--- config.mk ---
export PLATFORM = sky130hd
export DESIGN_NAME = nps_ram
export DESIGN_NICKNAME = d
export VERILOG_FILES = /design/src/rtl/nps_ram.sv
export SDC_FILE = /design/constraint.sdc
export NUM_CORES = 2
export LEC_CHECK = 0
export CORE_MARGIN = 5
export CORE_UTILIZATION = 25
export DETAILED_ROUTE_END_ITERATION = 8
export DONT_BUFFER_PORTS = 1
export SKIP_CTS_REPAIR_TIMING = 1
export SYNTH_ARGS = -nofsm -noshare
export SYNTH_HDL_FRONTEND = slang
export SYNTH_SLANG_ARGS = --single-unit
--- constraint.sdc ---
create_clock -name clk -period 6.7 [get_ports clk]
set_input_delay 2.01 -clock clk [delete_from_list [all_inputs] [get_ports clk]]
set_output_delay 2.01 -clock clk [all_outputs]
set_load 0.02 [all_outputs]
--- src/rtl/nps_ram.sv ---
// Generic single-write, single-read synchronous RAM with registered read data.
`timescale 1ns / 1ps
module nps_ram #(
    parameter int WIDTH = 48,
    parameter int DEPTH = 64
) (
    input  logic                     clk,
    input  logic                     we,
    input  logic [$clog2(DEPTH)-1:0] waddr,
    input  logic [WIDTH-1:0]         wdata,
    input  logic [$clog2(DEPTH)-1:0] raddr,
    output logic [WIDTH-1:0]         rdata
);

    logic [WIDTH-1:0] mem [DEPTH];

    always_ff @(posedge clk)
    begin
        if (we)
        begin
            mem[waddr] <= wdata;
        end
        rdata <= mem[raddr];
    end

endmodule

==> flow_metrics.env <==
export IMPL_antenna_left=0
export IMPL_vias_per_cell=4.75
export IMPL_worstPathRequired_ns=7.35
export IMPL_rsz0062_at_grt="no"
export IMPL_ir_worst_vdd_mv=0.202
export IMPL_root_buffer="clkbuf_16"
export IMPL_cts_tree="done"
export IMPL_io_buffers=0
export IMPL_final_area_um2=135000
export IMPL_crit_slowest_cell="a221oi_1"
export IMPL_antenna_found_initial=13
export IMPL_p_switching_uw=8070
export IMPL_place_congestion=0.753
export IMPL_rows=251
export IMPL_critPathCaptureType="register"
export IMPL_coreArea_um2=467000
export IMPL_start_util=0.251
export IMPL_yosysTopAreaCellShare=0.788
export IMPL_worstPathArrival_ns=5.67
export IMPL_cp_max_fo=138
export IMPL_wl_mm=313
export IMPL_cp_endpoint="rdata[37]"
export IMPL_async_flop_share=0
export IMPL_power_leakage_uw=0.0402
export IMPL_crit_cells=7
export IMPL_ys_ff_latch=3120
export IMPL_synth_area_leaders="edfxtp_1 79%, mux4_2 14%, dfxtp_1 0.82%"
export IMPL_grt_start_max_net_pins=531
export IMPL_r2r_end="rdata[37]"
export IMPL_internal_power_uw=31200
export IMPL_grt_ovfl_total=0
export IMPL_rr_startpoint="mem[49][37]"
export IMPL_clock_power_share=0.410
export IMPL_skew_ns=0.0626
export IMPL_fin_crit_ns=5.02
export IMPL_seq_area_frac_synth=0.796
export IMPL_hold_violations=0
export IMPL_maxCapViolCount=0
export IMPL_timing_setup_tns_ns=0
export IMPL_seq_power_share=0.554
export IMPL_vias=55000
export IMPL_drtPass1Iterations=8
export IMPL_clock_path_buffers=4
export IMPL_path_clk_slew_ns=0.07
export IMPL_grt_use_total=0.126
export IMPL_worst_slew_pin_slew_ns=1.61
export IMPL_switching_share=0.205
export IMPL_crit_buf_inv=2
export IMPL_drive_gt1_frac=0.267
export IMPL_hp_class="reg -> reg"
export IMPL_path_delay_family="compound AO/OA/AOI/OAI gates"
export IMPL_clk_latency_ns=0.85
export IMPL_pwr_share_comb=0.037
export IMPL_syn_to_final_growth_pct=15.2
export IMPL_relSlewSlack=-0.0712
export IMPL_power_density_nw_per_um2=291
export IMPL_cpMostUsedCell="buf_16"
export IMPL_syn_inst=4970
export IMPL_rr_worst_depth=5
export IMPL_cts_max_level=5
export IMPL_synth_edf_count=3072
export IMPL_ys_types=36
export IMPL_grt_pass1_wl_mm=439
export IMPL_fillers=44900
export IMPL_cts_buffers=287
export IMPL_dieWidth_um=694
export IMPL_cts_num_sinks=3120
export IMPL_critPathKind="in -> reg"
export IMPL_multi_input_area_um2=22900
export IMPL_design_die_area_um2=482000
export IMPL_avgRoutedWirePerCell_um=27.0
export IMPL_nNetsFinal=5224
export IMPL_cp_start_kind="primary input"
export IMPL_status="complete, but fails checks"
export IMPL_finalMaxSlewViolations=101
export IMPL_grt_pass1_vias=55900
export IMPL_num_io_pins=110
export IMPL_final_seq_area_um2=93200
export IMPL_drtIter0Drc=7649
export IMPL_fmax_ghz=0.199
export IMPL_postLayoutCoreUtil=0.289
export IMPL_ys_warn_count=0
export IMPL_syn_area_um2=117000
export IMPL_violations="max-slew violations"
export IMPL_syn_mean_instance_area_um2=23.6
export IMPL_max_stage_delay_ns=0.95
export IMPL_syn_num_nets=5032
export IMPL_r2r_setup_slack_ns=4.30
export IMPL_die_h_um=694
export IMPL_fin_crit_sh=0.750
export IMPL_startpoint="raddr[1]"
export IMPL_crit_chain="buf_16 -> buf_16 -> or2_2 -> o22ai_1 -> nor2_1 -> a21oi_1 -> a221oi_1"
export IMPL_place_area_um2=126000
export IMPL_dp_hpwl_mm=173
export IMPL_finalSetupViolations=0
export IMPL_drt_drc_violations_left=0
export IMPL_yosysTopAreaCell="edfxtp_1"
export IMPL_ys_flop_type="edfxtp_1"
## cell usage in the layout (no fill, tap or decap), drive strengths merged, types with 5 or more instances in the layout
master / n
clkinv: 101
a221oi: 83
nand3: 7
mux2: 12
clkbuf: 356
dfxtp: 48
nor2b: 24
mux2i: 63
edfxtp: 3072
nand2: 55
a22oi: 72
clkinvlp: 9
a22o: 57
a31o: 5
mux4: 754
nand3b: 5
a211oi: 32
bufinv: 20
a311oi: 11
a21oi: 74
nor2: 132
buf: 185
inv: 14
o221ai: 28
diode: 5
o22ai: 122
nand2b: 10
## power groups by stage
stage               clock (uW)  sequential, uW  combinational, uW
global route             17200           21800               1520
finish                   16100           21800               1440
detailed placement           0           22200               1380
floorplan                    0           22100               1030
CTS                      16400           21800               1380
global placement             0           22200               1380
## cell usage after synthesis, types with 10 or more instances
master and instances:
edfxtp_1 3072, buf_6 11, mux4_2 754, a21oi_1 74, buf_4 62, o22ai_1 122, a311oi_1 11, dfxtp_1 48
a22o_1 57, a211oi_1 32, buf_1 12, a22oi_1 72, a221oi_1 83, clkbuf_1 98, o221ai_1 28, buf_2 98
nand2_1 55, nor2b_1 24, mux2_2 12, nor2_1 132, nand2b_1 10, mux2i_1 63
## worst min-delay path, stage by stage, from the launching register on
cell      delay [ns]
edfxtp_1        0.32
mux4_2          0.23
a22oi_1         0.06
nand2_1         0.06
o22ai_1         0.06
nor2_1          0.09
## flip-flops by register name (all words and copies together), names as in the netlist
signal	flops
mem	3072
rdata	48
## through the flow
step                power, uW  hold slack [ns]  std cells  setup WS, ns
global placement        23600            0.833      11100          1.49
CTS                     39500            0.854      11600          2.34
detailed placement      23600            0.851      11100          1.45
global route            40500            0.904      11600          1.58
finish                  39300            0.858      11600          1.68
floorplan               23100            0.710       4970         0.405
## final cells by class
type,instances,share of cell area
diodes,5,0.0000928
flip-flops and latches,3120,0.691
repair buffers,185,0.0144
well taps,6198,0.0575
clock buffers,356,0.0574
multi-input cells,1568,0.170
clock inverters,144,0.00957
## kinds of logic after synthesis
| logic type | after synthesis | synth area share |
|---|---|---|
| AO/OA/AOI/OAI | 486 | 0.0302 |
| buffers and inverters | 282 | 0.0128 |
| flip-flops | 3120 | 0.796 |
| multiplexers | 829 | 0.152 |
| AND/OR/NAND/NOR | 253 | 0.00957 |
## layer usage
| layer | wire length, um | part of all wire | track usage |
|---|---|---|---|
| met5 | 13 | 0.000042 | 0 |
| met4 | 7440 | 0.024 | 0.0300 |
| met3 | 30200 | 0.096 | 0.0301 |
| met2 | 149000 | 0.48 | 0.203 |
| met1 | 126000 | 0.40 | 0.172 |
## worst min-delay path by stage
stage               cells past startpoint        start        end  slack (ns)
floorplan                               4  mem[58][13]  rdata[13]        0.71
global placement                        5   mem[34][0]   rdata[0]        0.83
detailed placement                      5  mem[32][42]  rdata[42]        0.85
CTS                                     5  mem[34][42]  rdata[42]        0.85
global route                            5  mem[32][42]  rdata[42]        0.90
finish                                  5  mem[33][42]  rdata[42]        0.86
No activity file was read; power rests on OpenSTA's default activity.
