===== config.mk =====
export PLATFORM = sky130hd
export DESIGN_NAME = nps_dist
export DESIGN_NICKNAME = d
export VERILOG_FILES = /design/src/rtl/nps_pkg.sv /design/src/rtl/nps_dist.sv
export SDC_FILE = /design/constraint.sdc
export NUM_CORES = 2
export LEC_CHECK = 0
export ABC_AREA = 1
export BUFFER_PORTS_ARGS = -buffer_cell sky130_fd_sc_hd__buf_4
export CORE_MARGIN = 10
export CORE_UTILIZATION = 50
export DETAILED_ROUTE_END_ITERATION = 10
export GPL_TIMING_DRIVEN = 0
export HOLD_SLACK_MARGIN = 0.03
export PLACE_DENSITY = 0.78
export SETUP_SLACK_MARGIN = 0.05
export SYNTH_ARGS = -nofsm -noshare
export SYNTH_HDL_FRONTEND = slang
export SYNTH_SLANG_ARGS = --single-unit

===== constraint.sdc =====
create_clock -name clk -period 6.68 [get_ports clk]
set_input_delay 0.334 -clock clk [delete_from_list [all_inputs] [get_ports clk]]
set_output_delay 0.334 -clock clk [all_outputs]
set_load 0.03 [all_outputs]

===== src/rtl/nps_pkg.sv =====
// Shared constants and codes for the nearest path segment search block.
`timescale 1ns / 1ps
package nps_pkg;

    localparam int PATH_DEPTH_DEF  = 64;
    localparam int COORD_WIDTH_DEF = 24;

    localparam int PATH_LEN_W  = 7;
    localparam int LOOKAHEAD_W = 23;
    localparam int CFG_DATA_W  = 23;
    localparam int INDEX_W     = 6;
    localparam int RATIO_FRAC  = 16;
    localparam int RATIO_W     = 32;

    localparam logic [LOOKAHEAD_W-1:0] LOOKAHEAD_RST = 23'd256;

    localparam logic OP_WRITE = 1'b0;
    localparam logic OP_QUERY = 1'b1;

    localparam logic CFG_PATH_LENGTH = 1'b0;
    localparam logic CFG_LOOKAHEAD   = 1'b1;

endpackage


===== src/rtl/nps_dist.sv =====
// Euclidean distance unit: registered squares, then a bit-serial integer square root.
`timescale 1ns / 1ps
module nps_dist #(
    parameter int COORD_WIDTH = nps_pkg::COORD_WIDTH_DEF
) (
    input  logic                          clk,
    input  logic                          rst_n,
    input  logic                          start,
    input  logic signed [COORD_WIDTH-1:0] ax,
    input  logic signed [COORD_WIDTH-1:0] ay,
    input  logic signed [COORD_WIDTH-1:0] bx,
    input  logic signed [COORD_WIDTH-1:0] by,
    output logic                          done,
    output logic [COORD_WIDTH:0]          root
);

    import nps_pkg::*;

    localparam int MW  = COORD_WIDTH + 1;
    localparam int RW  = 2 * MW;
    localparam int RMW = MW + 3;
    localparam int CNW = $clog2(MW + 1);

    localparam logic [1:0] P_IDLE = 2'd0;
    localparam logic [1:0] P_SQ   = 2'd1;
    localparam logic [1:0] P_SUM  = 2'd2;
    localparam logic [1:0] P_ROOT = 2'd3;

    logic [1:0]            phase_reg;
    logic [CNW-1:0]        cnt_reg;
    logic                  done_reg;
    logic [MW-1:0]         mx_reg, my_reg, root_reg;
    logic [RW-1:0]         sx_reg, sy_reg, rad_reg;
    logic [RMW-1:0]        rem_reg;

    logic signed [MW-1:0]  dx, dy;
    logic [RMW-1:0]        rem_shift, trial;

    assign dx = {ax[COORD_WIDTH-1], ax} - {bx[COORD_WIDTH-1], bx};
    assign dy = {ay[COORD_WIDTH-1], ay} - {by[COORD_WIDTH-1], by};

    assign rem_shift = {rem_reg[RMW-3:0], rad_reg[RW-1:RW-2]};
    assign trial     = RMW'({root_reg, 2'b01});

    assign done = done_reg;
    assign root = root_reg;

    always_ff @(posedge clk or negedge rst_n)
    begin
        if (!rst_n)
        begin
            phase_reg <= P_IDLE;
            done_reg  <= 1'b0;
            cnt_reg   <= '0;
        end
        else
        begin
            done_reg <= 1'b0;
            case (phase_reg)
                P_IDLE:
                begin
                    if (start)
                    begin
                        mx_reg    <= dx[MW-1] ? MW'(-dx) : MW'(dx);
                        my_reg    <= dy[MW-1] ? MW'(-dy) : MW'(dy);
                        phase_reg <= P_SQ;
                    end
                end
                P_SQ:
                begin
                    sx_reg    <= RW'(mx_reg) * RW'(mx_reg);
                    sy_reg    <= RW'(my_reg) * RW'(my_reg);
                    phase_reg <= P_SUM;
                end
                P_SUM:
                begin
                    rad_reg   <= sx_reg + sy_reg;
                    rem_reg   <= '0;
                    root_reg  <= '0;
                    cnt_reg   <= CNW'(MW - 1);
                    phase_reg <= P_ROOT;
                end
                P_ROOT:
                begin
                    rad_reg <= {rad_reg[RW-3:0], 2'b00};
                    if (rem_shift >= trial)
                    begin
                        rem_reg  <= rem_shift - trial;
                        root_reg <= {root_reg[MW-2:0], 1'b1};
                    end
                    else
                    begin
                        rem_reg  <= rem_shift;
                        root_reg <= {root_reg[MW-2:0], 1'b0};
                    end
                    if (cnt_reg == '0)
                    begin
                        done_reg  <= 1'b1;
                        phase_reg <= P_IDLE;
                    end
                    else
                    begin
                        cnt_reg <= cnt_reg - 1'b1;
                    end
                end
                default:
                begin
                    phase_reg <= P_IDLE;
                end
            endcase
        end
    end

endmodule


==> flow_metrics.env <==
export IMPL_tns_ps=-2574
export IMPL_die_area_um2=126100
export IMPL_drc_errors=0
export IMPL_cts_root_buf="clkbuf_16"
export IMPL_setup_violations=22
export IMPL_post_dp_hpwl_um=142500
export IMPL_cts_max_path_buffers=3
export IMPL_clock_skew_ps=17.07
export IMPL_synth_fp_nets=8782
export IMPL_seq_area_frac_synth=0.1367
export IMPL_largest_reg_flops=50
export IMPL_grt_overflow_total=0
export IMPL_area_delta_synth_final_pct=14.65
export IMPL_cp_slowest_cell="fa_1"
export IMPL_final_max_slew_viol_count=0
export IMPL_register_area_um2=7677
export IMPL_vias_per_cell=5.357
export IMPL_grt_use_total=0.2726
export IMPL_syn_avg_cell_area_um2=7.751
export IMPL_antenna_left=0
export IMPL_clk_latency_ps=630
export IMPL_required_ps=7060
export IMPL_worst_slew_pin_slew_ps=902.5
export IMPL_grt_pass1_vias=49566
export IMPL_syn_inst=7246
export IMPL_ys_seq_elements=257
export IMPL_grt_max_degree=62
export IMPL_die_h_um=355.2
export IMPL_h_tree_depth=1
export IMPL_port_buffers=124
export IMPL_synth_common_cells="inv_1, nand2_1, fa_1"
export IMPL_rows=122
export IMPL_drt_iter0_drc=4502
export IMPL_critPathArrivalTime_ps=7320
export IMPL_grtUsageMet2=0.4358
export IMPL_io_pins=125
export IMPL_grt_use_met3=0.06804
export IMPL_dp_cells=8865
export IMPL_period_minus_slack_ps=6942
export IMPL_met1_usage=0.3532
export IMPL_totalWireLength_um=179600
export IMPL_multi_input_area_um2=41470
export IMPL_syn_area_um2=56170
export IMPL_yosys_warnings=0
export IMPL_nFillCells=9865
export IMPL_period_share=1.039
export IMPL_cts_sinks=257
export IMPL_report_final_hold_viol_count=0
export IMPL_endpoint_kind="flop"
export IMPL_cp_max_fo=6
export IMPL_gp_congestion=0.9994
export IMPL_rsz0062_at_grt="true"
export IMPL_core_um2=111100
export IMPL_busiest_layer="met2"
export IMPL_initial_core_util=0.5054
export IMPL_fp_dieW_um=355.2
export IMPL_fin_nets=9096
export IMPL_synth_top_area_frac=0.3329
export IMPL_synth_top_area_cell="fa_1"
export IMPL_finalWorstSetupSlack_ps=-262.4
export IMPL_numCtsBuffers=30
export IMPL_yosysUniqueCellTypes=46
export IMPL_violations="negative setup slack"
export IMPL_crit_type="reg -> reg"
export IMPL_synthTopCellsByArea="fa_1, inv_1, edfxtp_1"
export IMPL_synth_edff_count=249
export IMPL_outcome="finished, violations left"
export IMPL_async_flop_share=0.03113
export IMPL_cp_start_kind="flop"
export IMPL_drtPass1Iterations=7
export IMPL_yosysMostFrequentCell="inv_1"
export IMPL_stdcell_count=9073
export IMPL_cpMostUsedCell="fa_1"
export IMPL_clk_pin_slew_ps=70
export IMPL_drive_gt1_frac=0.1117
export IMPL_max_clock_freq_mhz=144.0
export IMPL_worst_hold_path_type="in -> async"
export IMPL_max_stage_delay_ps=600
export IMPL_antenna_found_initial=2
export IMPL_slew_headroom=0.3940
export IMPL_grt_pass1_wl_um=270700
export IMPL_cts_tree="done"
export IMPL_synthFlopType="edfxtp_1"
export IMPL_cap_violations=0
export IMPL_wl_per_cell_um=19.80
export IMPL_vias=48604
## worst paths after layout
| path | to | slack, ps | depth (start not counted) | from |
|---|---|---|---|---|
| max | sy_reg[30] | -260 | 28 | my_reg[7] |
| min | cnt_reg[2] | 100 | 2 | rst_n |
| max reg2reg | sy_reg[30] | -260 | 28 | my_reg[7] |
| min reg2reg | rad_reg[41] | 520 | 2 | rad_reg[39] |
| max in group asynchronous | phase_reg[1] | 6440 | 2 | rst_n |
| min in group clk | phase_reg[1] | 140 | 5 | start |
## placed cells by master, fill, tap and decap left out, types with 39 or more instances in the layout
master / n
a21oi_1: 247
buf_4: 282
clkbuf_16: 39
edfxtp_1: 249
fa_1: 917
ha_1: 467
inv_1: 2104
inv_2: 49
nand2_1: 1568
nand2_2: 71
nand3_1: 223
nand4_1: 40
nor2_1: 358
o21ai_0: 155
xnor2_1: 67
xor2_1: 111
## logic make-up (layout without fill, tap and decap cells)
family,count (synthesis),count (layout),synth area share
simple gates,2426,2426,0.1730
flops,257,257,0.1367
buf+inv,2322,2659,0.1556
xor+xnor,185,185,0.02918
compound gates,619,619,0.06066
fa+ha+maj,1437,1437,0.4450
other cells,0,2,0
## critical path: cells and delay by family (launching register included)
family	cells	cell delay (ps)
buffers and inverters	11	1350
AO/OA/AOI/OAI	4	550
XOR/XNOR	1	140
AND/OR/NAND/NOR	4	340
adder cells (fa/ha/maj)	8	3860
flip-flops	1	450
## final cells by class
class                   count  area share
diodes                      2  0.00007772
plain buffers             137     0.02452
clock buffers              32     0.01177
clock inverters            23    0.004469
inverters                2156      0.1258
multi-input cells        4667      0.6440
flip-flops and latches    257      0.1192
well taps                1488     0.02891
repair buffers            311     0.04125
## what timing repair did
item,in CTS,in global routing
gates cloned,0,2
setup buffers,98,79
hold buffers,1,0
endpoints found under the hold margin,8,0
resized for setup,392,502
setup endpoints to repair,74,59
pin swaps,26,124
## layer usage
metal,vias to the layer above,share of wire,wire length [µm]
met4,4,0.056,10010
met5,-,0.00067,121
met3,710,0.11,20190
li1,22059,-,-
met2,2606,0.44,79720
met1,23225,0.39,69600
## metrics by stage
stage            util  worst slack (ps)  cell area (µm²)  hold WS, ps
5_1_grt        0.5794            -411.0            64390        105.0
6_report       0.5795            -262.4            64390        102.9
4_1_cts        0.5599             25.42            62220        68.56
3_5_place_dp   0.5323             -1445            59150        168.8
2_1_floorplan       -             216.7            56170        38.41
3_3_place_gp   0.5306             -1352            58960        171.0
Power is left out: the tool's default activity adds up to more than one toggle a clock period on the data nets, which glitch-free logic cannot reach.
