File: src/rtl/nps_pkg.sv
// Shared constants and codes for the nearest path segment search block.
`timescale 1ns / 1ps
package nps_pkg;

    localparam int PATH_DEPTH_DEF  = 64;
    localparam int COORD_WIDTH_DEF = 24;

    localparam int PATH_LEN_W  = 7;
    localparam int LOOKAHEAD_W = 23;
    localparam int CFG_DATA_W  = 23;
    localparam int INDEX_W     = 6;
    localparam int RATIO_FRAC  = 16;
    localparam int RATIO_W     = 32;

    localparam logic [LOOKAHEAD_W-1:0] LOOKAHEAD_RST = 23'd256;

    localparam logic OP_WRITE = 1'b0;
    localparam logic OP_QUERY = 1'b1;

    localparam logic CFG_PATH_LENGTH = 1'b0;
    localparam logic CFG_LOOKAHEAD   = 1'b1;

endpackage

File: src/rtl/nps_div.sv
// Restoring divider for the Q16.16 detour ratio, one quotient bit per cycle, saturating.
`timescale 1ns / 1ps
module nps_div #(
    parameter int COORD_WIDTH = nps_pkg::COORD_WIDTH_DEF
) (
    input  logic                              clk,
    input  logic                              rst_n,
    input  logic                              start,
    input  logic [COORD_WIDTH+1:0]            num,
    input  logic [COORD_WIDTH:0]              den,
    output logic                              done,
    output logic [nps_pkg::RATIO_W-1:0]       quo
);

    import nps_pkg::*;

    localparam int DSW = COORD_WIDTH + 1;
    localparam int QW  = COORD_WIDTH + 2 + RATIO_FRAC;
    localparam int QXW = (QW > RATIO_W) ? QW : RATIO_W;
    localparam int CNW = $clog2(QW + 1);
    localparam logic [QXW-1:0] RMAX = QXW'(64'hFFFF_FFFF);

    logic           busy_reg, done_reg;
    logic [CNW-1:0] cnt_reg;
    logic [QW-1:0]  dvd_reg, q_reg;
    logic [DSW-1:0] den_reg, rem_reg;
    logic [DSW:0]   r;
    logic [QXW-1:0] qx;

    assign r  = {rem_reg, dvd_reg[QW-1]};
    assign qx = QXW'(q_reg);

    assign done = done_reg;
    assign quo  = (qx > RMAX) ? {RATIO_W{1'b1}} : RATIO_W'(qx);

    always_ff @(posedge clk or negedge rst_n)
    begin
        if (!rst_n)
        begin
            busy_reg <= 1'b0;
            done_reg <= 1'b0;
            cnt_reg  <= '0;
        end
        else
        begin
            done_reg <= 1'b0;
            if (!busy_reg)
            begin
                if (start)
                begin
                    dvd_reg  <= {num, {RATIO_FRAC{1'b0}}};
                    den_reg  <= den;
                    rem_reg  <= '0;
                    q_reg    <= '0;
                    cnt_reg  <= CNW'(QW - 1);
                    busy_reg <= 1'b1;
                end
            end
            else
            begin
                dvd_reg <= {dvd_reg[QW-2:0], 1'b0};
                if (r >= {1'b0, den_reg})
                begin
                    rem_reg <= DSW'(r - {1'b0, den_reg});
                    q_reg   <= {q_reg[QW-2:0], 1'b1};
                end
                else
                begin
                    rem_reg <= DSW'(r);
                    q_reg   <= {q_reg[QW-2:0], 1'b0};
                end
                if (cnt_reg == '0)
                begin
                    busy_reg <= 1'b0;
                    done_reg <= 1'b1;
                end
                else
                begin
                    cnt_reg <= cnt_reg - 1'b1;
                end
            end
        end
    end

endmodule

File: config.mk
export PLATFORM = sky130hd
export DESIGN_NAME = nps_div
export DESIGN_NICKNAME = d
export VERILOG_FILES = /design/src/rtl/nps_pkg.sv /design/src/rtl/nps_div.sv
export SDC_FILE = /design/constraint.sdc
export NUM_CORES = 1
export LEC_CHECK = 0
export BUFFER_PORTS_ARGS = -buffer_cell sky130_fd_sc_hd__buf_4
export CORE_MARGIN = 5
export CORE_UTILIZATION = 42
export DETAILED_ROUTE_END_ITERATION = 8
export MAX_ROUTING_LAYER = met4
export SLEW_MARGIN = 5
export SYNTH_ARGS = -nofsm -noshare
export SYNTH_HDL_FRONTEND = slang
export SYNTH_SLANG_ARGS = --single-unit
File: constraint.sdc
create_clock -name clk -period 11.65 [get_ports clk]
set_input_delay 0 -clock clk [delete_from_list [all_inputs] [get_ports clk]]
set_output_delay 0 -clock clk [all_outputs]
set_load 0.05 [all_outputs]
==> results.ini <==
[setup_path]
critical_path.cell_chain = inv_1 > ha_1 > inv_1 > fa_1 > a21oi_1 > o22ai_2 > a21boi_4 > o41ai_4 > o21ai_2 > buf_4 > nand2b_1 > o21ai_0
rrSetupSlack_ns = 8.16
startpoint = dvd_reg[41]$_DFFE_PP_
critical_path.reg2reg.startpoint = dvd_reg[41]$_DFFE_PP_
critical_path.reg2reg.endpoint = rem_reg[22]$_SDFFCE_PN0P_
worstPathBufferInverterCount = 3
crit_type = reg -> reg
number_of_cell_instances_on_the_worst_register_to_register_path = 12
cp_top_family = compound AO/OA/AOI/OAI gates
critical_path_cell_count = 12
critical_path.most_common_cell = inv_1
worstPathArrival_ns = 3.63
critical_path.max_fanout = 27
critPathCapture = rem_reg[22]$_SDFFCE_PN0P_
cp-start-kind = flip-flop
worst_ep_required_time_ns = 11.79
crit_path_slowest_cell = o21ai_2
critical_path.max_stage_delay_ns = 0.49
end_kind = flip-flop

[sta]
report.final.hold_viol_count = 0
final_slew_viol_count = 0
min_period_over_period_pct = 29.98
fmax_ghz = 0.2863
grt_setup_unrepaired = no
timing.final.ws_setup_ns = 8.157
fin_crit_ns = 3.493
final_setup_vio_count = 0
worstMarginPinSlew_ns = 1.194
timing.slew.headroom_pct = 20.05
timing.setup.tns_ns = 0
finClkSkew_ns = 0.01008

[global_route]
global_route_wire_length_before_repair_um = 23740
first_global_vias = 4862
antenna_found_initial = 0
global_route.overflow_total = 0
groute.usage.overall_pct = 15.35
grt_start_max_net_pins = 112

[status]
outcome = finished clean

[cells_and_area]
antenna-diode-count = 0
final_cells = 954
fillers = 1452
multi_input_gate_area_mm2 = 0.002660
ff_latch_area_mm2 = 0.004225
final_layout_size_suffix_gt1_share_pct = 21.93
nNetsFinal = 804
area.growth.synth_to_final_pct = 26.26

[floorplan]
die_w_um = 140.4
floorplan.die.height_um = 140.4
top_level_ports = 87
floorplan.rows = 47
dieArea_mm2 = 0.01972
floorplan.initialDensity_pct = 42.92
core_region_area_mm2 = 0.01664

[clock_network]
cts_htree_levels = 4
post_cts_resize_count = 0
cts_max_path_buffers = 2
postCtsSetupRepairBufs = 0
clock_sink_count = 142
cts.reportedPaths.clkPinSlew_ns = 0.06
cts_inserted_buffers = 17
cts_hold_repair_buffers = 53
ctsRootBufferMaster = clkbuf_16
tritoncts = yes
clk-insertion-delay-late_ns = 0.42

[yosys]
synth_sequential_area_ratio_pct = 59.13
synth_cell_type_count = 52
number_of_synthesized_flops_with_an_enable_pin = 134
syn-num-nets = 673
dominantRegCellSynth = edfxtp_1
syn-instance-count = 592
synthesis.yosys.warnings = 0
mappedNetlistArea_mm2 = 0.007143
flip_flop_and_latch_count_after_synthesis = 142
async_flop_share_pct = 5.634
syn_avg_cell_area_um2 = 12.07

[placement]
placed_cells = 871
io_buffer_count = 86
gp_congestion = 0.8501
dp_hpwl_um = 9303
dpl_worst_slack_ns = 8.140

[hold_path]
worst_hold_startpoint = start
worst_hold_path_type = in -> reg

[routing]
vias_per_instance = 5.048
detail_route.wirelength_um = 14470
drt.antenna.violating_nets = 0
vias = 4816
drc_errors = 0
initialDrtViolationCount = 374
detail_route.first_pass.iterations = 5
post_drt_wl_per_cell_um = 15.17

[pwr]
static-leakage-power_nw = 3.493
max_vdd_drop_uv = 136.9
power.density_mw_per_mm2 = 227.6

[job]
maxCapViolations = 0

[tightest hold or removal path: stages]
cell    delay [ns]
buf_4         0.09
nor2_1        0.07
and2_1        0.16
[stage by stage]
step / instance area (µm²) / hold WS [ns] / power, mW / util, %
CTS: 9019 / 0.04586 / 2.070 / 54.19
finish: 9019 / 0.06330 / 2.053 / 54.19
global route: 9019 / 0.06170 / 2.199 / 54.19
global placement: 7960 / -0.1680 / 1.533 / 47.83
floorplan: 7143 / -0.2956 / 1.409 / -
detailed placement: 7960 / -0.1650 / 1.554 / 47.83
[cell usage after synthesis, types with 2 or more instances]
cell type	count	area [µm²]
nand2_1	23	86.33
o31ai_1	3	22.52
buf_2	8	40.04
a21oi_1	36	180.2
nor3_1	10	50.05
o21a_1	2	15.01
o21ai_0	19	95.09
edfxtp_1	134	4024
nand4_1	7	43.79
dfrtp_1	8	200.2
clkbuf_1	19	71.32
a22o_1	26	227.7
a21boi_1	2	15.01
a21o_1	6	45.04
nor2_1	22	82.58
o21bai_1	4	30.03
or2_2	34	212.7
and3b_1	2	17.52
nor4_1	4	25.02
mux2i_1	8	80.08
nor2b_1	22	137.6
xnor2_1	14	122.6
o211ai_1	2	15.01
xor2_1	9	78.83
inv_1	33	123.9
ha_1	26	325.3
and2_1	63	394.1
nand3_1	13	65.06
buf_6	2	22.52
a311oi_1	3	26.28
nand2b_1	7	43.79
[placed cells by master (no fill, tap or decap), drive strengths merged, types with 3 or more instances in the layout]
| cell type | synthesis | routed |
|---|---|---|
| buf | 12 | 90 |
| edfxtp | 134 | 134 |
| nor4 | 4 | 4 |
| nor3 | 10 | 10 |
| nand4 | 7 | 7 |
| a22o | 26 | 26 |
| inv | 33 | 34 |
| o21ai | 20 | 20 |
| a21oi | 36 | 36 |
| nand2b | 7 | 7 |
| nand2 | 23 | 23 |
| nor2b | 22 | 22 |
| clkinv | 0 | 6 |
| dlygate4sd3 | 0 | 53 |
| a21boi | 4 | 4 |
| o31ai | 3 | 3 |
| xnor2 | 14 | 14 |
| ha | 26 | 26 |
| clkbuf | 19 | 19 |
| dfrtp | 8 | 8 |
| or2 | 34 | 34 |
| and2 | 63 | 63 |
| a21o | 6 | 6 |
| mux2i | 8 | 8 |
| xor2 | 9 | 9 |
| a311oi | 3 | 3 |
| nor2 | 22 | 22 |
| o21bai | 4 | 4 |
| clkinvlp | 0 | 3 |
| nand3 | 13 | 13 |
[routing by layer]
metal	share of wire (%)	GRT usage [%]
met2	48	23.16
met1	47	20.59
met5	0	-
met3	4.2	3.647
met4	1.2	4.895
[report_power, final]
| group | internal [mW] | switching [mW] |
|---|---|---|
| sequential | 0.748 | 0.0630 |
| combinational | 0.341 | 0.410 |
| clock | 0.289 | 0.203 |
[area by class of cell]
cell class,count,share of cell area [%]
clock inverter,11,1.054
clock buffer,19,4.800
sequential,142,46.85
tap,220,3.052
timing repair buffer,143,13.37
inverter,33,1.373
multi-input combinational,386,29.49
[logic make-up (layout without fill, tap and decap cells)]
family / after synthesis / after routing / synth area share, %
flip-flops: 142 / 142 / 59.13
buffers and inverters: 64 / 206 / 3.766
multiplexers: 9 / 9 / 1.279
AO/OA/AOI/OAI: 116 / 116 / 11.46
AND/OR/NAND/NOR: 211 / 211 / 16.71
adder cells (fa/ha/maj): 27 / 27 / 4.834
XOR/XNOR: 23 / 23 / 2.820
[how the worst min path moves through the flow]
stage                                    end  cells after the start
floorplan                 busy_reg$_DFF_PN0_                      0
global placement              done$_DFF_PN0_                      1
detailed placement            done$_DFF_PN0_                      1
CTS                 dvd_reg[0]$_SDFFCE_PP0P_                      3
global route        dvd_reg[0]$_SDFFCE_PP0P_                      3
finish              dvd_reg[0]$_SDFFCE_PP0P_                      3
(Power assumes the default switching activity.)
